<file path="src/sv/assert_macros.svh">
// Assertion macros shared by the buddy allocator RTL.
// Depends on a clock named clk and an active-low reset named rst_n in scope.
`ifndef ASSERT_MACROS_SVH
`define ASSERT_MACROS_SVH
`ifndef SYNTH
// Same-cycle implication, checked outside reset.
`define BBA_ASSERT_IMP(lbl, ante, cons) \
    lbl: assert property (@(posedge clk) disable iff (!rst_n) (ante) |-> (cons)) \
        else $error("same-cycle check failed");
// Next-cycle implication, checked outside reset.
`define BBA_ASSERT_NXT(lbl, ante, cons) \
    lbl: assert property (@(posedge clk) disable iff (!rst_n) (ante) |=> (cons)) \
        else $error("next-cycle check failed");
`else
`define BBA_ASSERT_IMP(lbl, ante, cons)
`define BBA_ASSERT_NXT(lbl, ante, cons)
`endif
`endif

</file>
<file path="src/sv/bba_pkg.sv">
// Package for the buddy block allocator: sizes, word types, commands, status codes.
// No dependencies.
`default_nettype none
package bba_pkg;
    localparam int LEVELS       = 10;
    localparam int UNIT_SHIFT   = 5;
    localparam int HEADER_BYTES = 32;

    localparam int ORD_W        = 4;
    localparam int TREE_W       = LEVELS + 1;
    localparam int TREE_NODES   = 2 << LEVELS;
    localparam int UNIT_W       = LEVELS;
    localparam int POOL_UNITS   = 1 << LEVELS;
    localparam int CNT_W        = LEVELS + 1;
    localparam int PB_W         = LEVELS + UNIT_SHIFT;
    localparam longint unsigned POOL_BYTES = 64'(1) << PB_W;
    localparam int REQ_W        = 32;
    localparam int NEED_W       = REQ_W + 1;
    localparam int OFF_W        = 15;
    localparam int BYTE_W       = 16;
    localparam int STAT_W       = 2;
    localparam int OSTORE_W     = 5;
    localparam int CMD_W        = 4;

    localparam logic [STAT_W-1:0] ST_OK    = 2'd0;
    localparam logic [STAT_W-1:0] ST_ZERO  = 2'd1;
    localparam logic [STAT_W-1:0] ST_SPACE = 2'd2;
    localparam logic [STAT_W-1:0] ST_BAD   = 2'd3;

    localparam logic [CMD_W-1:0] CMD_NONE       = 4'd0;
    localparam logic [CMD_W-1:0] CMD_CLEAR      = 4'd1;
    localparam logic [CMD_W-1:0] CMD_LOAD       = 4'd2;
    localparam logic [CMD_W-1:0] CMD_ORDER      = 4'd3;
    localparam logic [CMD_W-1:0] CMD_FIND_NEXT  = 4'd4;
    localparam logic [CMD_W-1:0] CMD_SCAN_START = 4'd5;
    localparam logic [CMD_W-1:0] CMD_SCAN_NEXT  = 4'd6;
    localparam logic [CMD_W-1:0] CMD_TAKE       = 4'd7;
    localparam logic [CMD_W-1:0] CMD_SPLIT      = 4'd8;
    localparam logic [CMD_W-1:0] CMD_ALLOC_DONE = 4'd9;
    localparam logic [CMD_W-1:0] CMD_REL_READ   = 4'd10;
    localparam logic [CMD_W-1:0] CMD_REL_COMMIT = 4'd11;
    localparam logic [CMD_W-1:0] CMD_MERGE      = 4'd12;
    localparam logic [CMD_W-1:0] CMD_REL_DONE   = 4'd13;
    localparam logic [CMD_W-1:0] CMD_ERR_DONE   = 4'd14;

    typedef struct packed {
        logic              op;
        logic [REQ_W-1:0]  request_bytes;
        logic [OFF_W-1:0]  release_offset;
    } in_word_t;

    typedef struct packed {
        logic [STAT_W-1:0] status;
        logic [OFF_W-1:0]  grant_offset;
        logic [ORD_W-1:0]  granted_order;
        logic [CNT_W-1:0]  live_blocks;
        logic [BYTE_W-1:0] bytes_in_use;
        logic [BYTE_W-1:0] free_bytes;
    } out_word_t;

    typedef struct packed {
        logic [CMD_W-1:0]  code;
        logic [STAT_W-1:0] err;
    } cmd_t;

    typedef struct packed {
        logic clear_last;
        logic is_release;
        logic zero_req;
        logic oversize;
        logic order_has_free;
        logic order_at_top;
        logic order_above_want;
        logic tree_hit;
        logic rel_bad;
        logic can_merge;
        logic out_free;
    } dp_stat_t;
endpackage
`default_nettype wire

</file>
<file path="src/sv/bba_ctrl.sv">
// Controller state machine for the buddy block allocator.
// Depends on bba_pkg; drives commands into bba_datapath.
`default_nettype none
module bba_ctrl
    import bba_pkg::*;
(
    input  logic     clk,
    input  logic     rst_n,
    input  logic     in_valid,
    output logic     in_stall,
    input  dp_stat_t stat,
    output cmd_t     cmd
);
    localparam logic [3:0] S_CLEAR  = 4'd0;
    localparam logic [3:0] S_IDLE   = 4'd1;
    localparam logic [3:0] S_DECODE = 4'd2;
    localparam logic [3:0] S_FIND   = 4'd3;
    localparam logic [3:0] S_SCAN   = 4'd4;
    localparam logic [3:0] S_SPLIT  = 4'd5;
    localparam logic [3:0] S_RCHECK = 4'd6;
    localparam logic [3:0] S_MERGE  = 4'd7;
    localparam logic [3:0] S_ERR    = 4'd8;

    logic [3:0]        state_reg, state_next;
    logic [STAT_W-1:0] err_reg, err_next;

    always_ff @(posedge clk or negedge rst_n)
    begin
        if (!rst_n)
        begin
            state_reg <= S_CLEAR;
            err_reg   <= ST_OK;
        end
        else
        begin
            state_reg <= state_next;
            err_reg   <= err_next;
        end
    end

    always_comb
    begin
        state_next = state_reg;
        err_next   = err_reg;
        cmd.code   = CMD_NONE;
        cmd.err    = err_reg;
        case (state_reg)
            S_CLEAR:
            begin
                cmd.code = CMD_CLEAR;
                if (stat.clear_last)
                    state_next = S_IDLE;
            end
            S_IDLE:
            begin
                if (in_valid)
                begin
                    cmd.code   = CMD_LOAD;
                    state_next = S_DECODE;
                end
            end
            S_DECODE:
            begin
                if (stat.is_release)
                begin
                    cmd.code   = CMD_REL_READ;
                    state_next = S_RCHECK;
                end
                else if (stat.zero_req)
                begin
                    err_next   = ST_ZERO;
                    state_next = S_ERR;
                end
                else if (stat.oversize)
                begin
                    err_next   = ST_SPACE;
                    state_next = S_ERR;
                end
                else
                begin
                    cmd.code   = CMD_ORDER;
                    state_next = S_FIND;
                end
            end
            S_FIND:
            begin
                if (stat.order_has_free)
                begin
                    cmd.code   = CMD_SCAN_START;
                    state_next = S_SCAN;
                end
                else if (stat.order_at_top)
                begin
                    err_next   = ST_SPACE;
                    state_next = S_ERR;
                end
                else
                    cmd.code = CMD_FIND_NEXT;
            end
            S_SCAN:
            begin
                if (stat.tree_hit)
                begin
                    cmd.code   = CMD_TAKE;
                    state_next = S_SPLIT;
                end
                else
                    cmd.code = CMD_SCAN_NEXT;
            end
            S_SPLIT:
            begin
                if (stat.order_above_want)
                    cmd.code = CMD_SPLIT;
                else if (stat.out_free)
                begin
                    cmd.code   = CMD_ALLOC_DONE;
                    state_next = S_IDLE;
                end
            end
            S_RCHECK:
            begin
                if (stat.rel_bad)
                begin
                    err_next   = ST_BAD;
                    state_next = S_ERR;
                end
                else
                begin
                    cmd.code   = CMD_REL_COMMIT;
                    state_next = S_MERGE;
                end
            end
            S_MERGE:
            begin
                if (stat.can_merge)
                    cmd.code = CMD_MERGE;
                else if (stat.out_free)
                begin
                    cmd.code   = CMD_REL_DONE;
                    state_next = S_IDLE;
                end
            end
            S_ERR:
            begin
                if (stat.out_free)
                begin
                    cmd.code   = CMD_ERR_DONE;
                    state_next = S_IDLE;
                end
            end
            default:
                state_next = S_IDLE;
        endcase
    end

    assign in_stall = (state_reg != S_IDLE);
endmodule
`default_nettype wire

</file>
<file path="config.mk">
export PLATFORM = sky130hd
export DESIGN_NAME = bba_ctrl
export DESIGN_NICKNAME = d
export VERILOG_FILES = /design/src/sv/assert_macros.svh /design/src/sv/bba_pkg.sv /design/src/sv/bba_ctrl.sv
export SDC_FILE = /design/constraint.sdc
export NUM_CORES = 1
export LEC_CHECK = 0
export ABC_AREA = 0
export ABC_CLOCK_PERIOD_IN_PS = 1600
export BUFFER_PORTS_ARGS = -buffer_cell sky130_fd_sc_hd__buf_2
export CAP_MARGIN = 15
export CORE_UTILIZATION = 44
export DETAILED_ROUTE_END_ITERATION = 16
export GPL_ROUTABILITY_DRIVEN = 0
export GPL_TIMING_DRIVEN = 0
export PLACE_DENSITY_LB_ADDON = 0.2
export SETUP_SLACK_MARGIN = 0.3
export SYNTH_ARGS = -nofsm -noshare
export SYNTH_HDL_FRONTEND = slang
export SYNTH_SLANG_ARGS = --single-unit
</file>
<file path="constraint.sdc">
create_clock -name clk -period 1.6 [get_ports clk]
set_clock_uncertainty 0.1 [all_clocks]
set_input_delay 0.16 -clock clk [delete_from_list [all_inputs] [get_ports clk]]
set_output_delay 0.16 -clock clk [all_outputs]
set_load 0.02 [all_outputs]
</file>
# After elaboration in Yosys (flattened, before gate mapping)
# Cells that the tools add are included.
[op_classes]
n_eq_ne = 20
n_reduce_logical = 4
mux = 34
[op_table]
columns = ["operator", "n"]
rows = [
  ["4-bit two-way mux", 19],
  ["4-bit one-hot mux with 9 select lines", 2],
  ["2-bit two-way mux", 9],
  ["2-bit != test (second input constant)", 9],
  ["4-bit by 3-bit equality test with 1-bit output (second input constant)", 4],
  ["6-bit AND reduction", 2],
  ["4-bit by 2-bit equality test with 1-bit output (second input constant)", 2],
  ["3-bit two-way mux", 2],
  ["3-bit != test (second input constant)", 2],
  ["2-bit one-hot mux with 3 select lines", 1],
  ["4-bit by 1-bit equality test with 1-bit output (second input constant)", 1],
  ["4-bit equality test (second input constant)", 1],
  ["4-bit logical NOT", 1],
  ["4-bit by 1-bit != test with 1-bit output (second input constant)", 1],
  ["3-bit nonzero test", 1],
  ["1-bit two-way mux", 1],
]
[totals]
ff_bits = 6
in_bits = 14

# Longest topological paths before layout
[depth]
word_depth = 4
ltp_mapped = 7
depth_no_buf = 5

# Least setup slack after synthesis
# No wires, ideal clock.
[synth_timing]
kind = "reg-to-reg"
start = "register state_reg[2]"
end = "register state_reg[0]"
path_buffers = 1
stages_incl_launch_ff = 7
synth_period_minus_slack_ps = 1704
required_ps = 1372
path_slack_ps = -104
arrival_time_ps = 1476
cell_sequence = "dfrtp_1 -> buf_6 -> nor4b_1 -> a21oi_1 -> o32ai_1 -> a2111o_1 -> mux2_1"
[synth_between]
elab_chain_len = 3
[synth_rtl]
columns = ["item", "line", "text"]
rows = [
  ["start: declaration", "bba_ctrl.sv:24", "logic [3:0] state_reg, state_next;"],
  ["start signal: assignment", "bba_ctrl.sv:36", "state_reg <= state_next;"],
  ["4-bit by 2-bit equality test with 1-bit output, or another cell as far along", "bba_ctrl.sv:47", "case (state_reg)"],
  ["3-bit != test (no line) / 2-bit != test (equally long branches)", "-", ""],
  ["6-bit AND reduction (no line)", "-", ""],
]
# Parallel ways exist; a longest one is shown, timed or not.
# A chain may end at the register's enable or synchronous reset.

# Worst setup path after layout
[layout_timing]
start = "register state_reg[1]"
end = "register state_reg[2]"
# The elaborated chain is that of the path after synthesis.

==> run summary <==
MaxCap Viol Count -> 0
H-tree depth -> 1
CTS Root Cell -> clkbuf_4
cell family with most CP delay -> compound AO/OA/AOI/OAI gates
first-pass GRT wire length -> 4.27 mm
delay of the slowest critical-path stage -> 0.48 ns
most common cell after layout, fill and taps aside -> buf_4
Setup CP Type -> reg -> reg
Max Fclk -> 505 MHz
final worst slack -> -0.380 ns
EDFF count, synth -> 0
initial antenna violation count -> 0
Post-Syn Instances -> 90
synthesized area per cell -> 7.60 sq um
antenna-violating nets left -> 0
Clk Latency, worst-skew pair -> 0.28 ns
library cells used by synthesis -> 36
largest family of logic cells by synthesized area -> compound AO/OA/AOI/OAI gates
commonest cells after routing, fill and taps aside -> buf_4 (19), buf_2 (17), buf_6 (12), a21oi_1 (8), nor2_1 (6)
clock transition at the registers of the reported paths -> 0.06 ns
post-synthesis register bit count -> 6
proportion of synthesized area in mux cells -> 9.51%
CTS Buffer Depth -> 2
layout cells sized above 1 -> 60.7%
pre-CTS WS -> -0.325 ns
Synth Area in Compound Gates -> 32.7%
synthesized cell area -> 684 sq um
syn_nets -> 104
drt pass-1 iters -> 4
Leakage -> 0.000568 uW
diode count -> 0
arrival time at the worst endpoint -> 2.01 ns
routed wire length -> 3.48 mm
initial core utilization -> 50.1%
Seq/Total Area, Yosys -> 21.9%
Worst Reg-to-Reg Cells -> 7
CP required -> 1.63 ns
via count -> 1057
CORE AREA -> 0.00137 sq mm
adder-cell share of the synthesized area -> 0%
I/O Pins -> 21
failing checks -> negative setup slack
crit path capture type -> flop
largest net degree at the start of global routing -> 11
Buf+Inv Stages, Crit Path -> 3
class of the worst hold path -> in -> async
Final setup viols -> 11
Setup crit start kind -> flop
GRT overflow -> 0
row count -> 13
routed len/inst -> 23.2 microns
Power Density -> 2130 mW/mm^2
Max Fanout on Critical Path -> 4
asr flop ratio synth -> 100%
worst hold slack -> 0.150 ns
TritonCTS clock tree -> yes
Final Critical Period -> 1.98 ns
status -> finished with violations
slowest stage cell, crit path -> a2111o_1
final hold violations -> 0
Sink Count -> 6
xor and xnor fraction of the mapped netlist area -> 1.28%
Crit path depth -> 7
vias in the first global route -> 906
drt drc -> 0
number of buffers created by CTS -> 3
die height -> 41.4 microns
Total GRT Usage -> 33.3%
Final Slew Violations -> 0
Main synth FF type -> dfrtp_1
DR iter-0 viols -> 99
Critical Path Most Common Cell -> buf_6
DPL Wire Length -> 1.42 mm
slew margin rel. -> 71.0%
Largest register FFs -> 4
simple-gate share of the synthesized area -> 25.6%
die footprint -> 0.00172 sq mm
Worst-Margin Slew -> 0.434 ns
Die Wd -> 41.4 microns
Tcrit/Tclk final -> 124%
worst-path cell chain -> buf_6 -> buf_6 -> buf_6 -> nor2_2 -> and3b_1 -> a2111o_1 -> mux2_4
final net count -> 151
Synth warnings -> 0
I/O Buffers -> 20
DR vias/cell -> 7.05
RSZ-0062 raised after global routing -> yes
worst vdd ir -> 1.30 mV
Area Growth Syn to Fin -> 80.1%
-- synthesized netlist by cell type, types with 2 or more instances --
| cell type | n | area share [%] |
|---|---|---|
| a21oi_1 | 11 | 8.0 |
| nor2_1 | 9 | 4.9 |
| dfrtp_1 | 6 | 22 |
| nor2b_1 | 5 | 4.6 |
| o21ai_0 | 5 | 3.7 |
| buf_2 | 4 | 2.9 |
| inv_1 | 4 | 2.2 |
| mux2_1 | 4 | 6.6 |
| nand2_1 | 4 | 2.2 |
| nor3_1 | 4 | 2.9 |
| a21boi_0 | 2 | 2.2 |
| a31oi_1 | 2 | 1.8 |
| and3b_1 | 2 | 2.6 |
| buf_4 | 2 | 2.2 |
| mux2i_1 | 2 | 2.9 |
| nand3_1 | 2 | 1.5 |
| o21bai_1 | 2 | 2.2 |
| o22ai_1 | 2 | 1.8 |
-- power breakdown --
part / leakage (uW) / internal, uW / switching (uW)
combinational: 0.000483 / 1050 / 1100
sequential: 0.0000716 / 222 / 91.3
clock: 0.0000138 / 86.1 / 74.5
-- through the flow --
step | cell area, sq um | TNS, ns | cells | total power (uW) | utilization [%]
finish | 1230 | -3.51 | 150 | 2620 | 90.2
global placement | 833 | -1.84 | 125 | 1460 | 61.0
detailed placement | 833 | -1.98 | 125 | 1480 | 61.0
CTS | 1120 | -2.45 | 146 | 2140 | 82.0
global route | 1230 | -4.20 | 150 | 2720 | 90.2
floorplan | 714 | -0.411 | 90 | 1200 | -
-- area by class of cell --
type	count	area (sq um)
buffer	7	65.1
clock buffer	3	22.5
fill	58	134
inverter	4	15.0
multi-input combinational	73	651
sequential	6	153
tap	15	18.8
timing repair buffer	42	308
-- layer usage --
layer	wire length, microns	up-vias	GRT usage, %
met2	1490	119	49.4
met4	284	0	19.4
met3	483	40	10.9
li1	-	426	-
met1	1220	472	41.9
met5	0	-	0
-- logic make-up (layout without fill, tap and decap cells) --
| logic type | after synthesis | count (layout) |
|---|---|---|
| simple gates | 32 | 32 |
| compound gates | 34 | 34 |
| xor+xnor | 1 | 1 |
| buf+inv | 11 | 56 |
| mux | 6 | 6 |
| flops | 6 | 6 |
-- path summary, 6_finish.rpt --
kind | startpoint | to | slack, ns
worst max register to register | state_reg[1] | state_reg[2] | -0.38
worst max-delay path | state_reg[1] | state_reg[2] | -0.38
worst min register to register | err_reg[0] | err_reg[0] | 0.41
max in group asynchronous | rst_n | state_reg[2] | 1.06
min in group clk | stat[8] | err_reg[0] | 0.32
worst min-delay path | rst_n | state_reg[1] | 0.15
-- repair_timing --
action	4_1_cts	5_1_grt
gates cloned	2	1
setup endpoints to repair	11	11
setup buffers	15	3
hold buffers	1	0
resized for setup	33	20
endpoints found under the hold margin	6	0
pin swaps	4	6
Note: power is estimated with default switching activity, not from simulation.
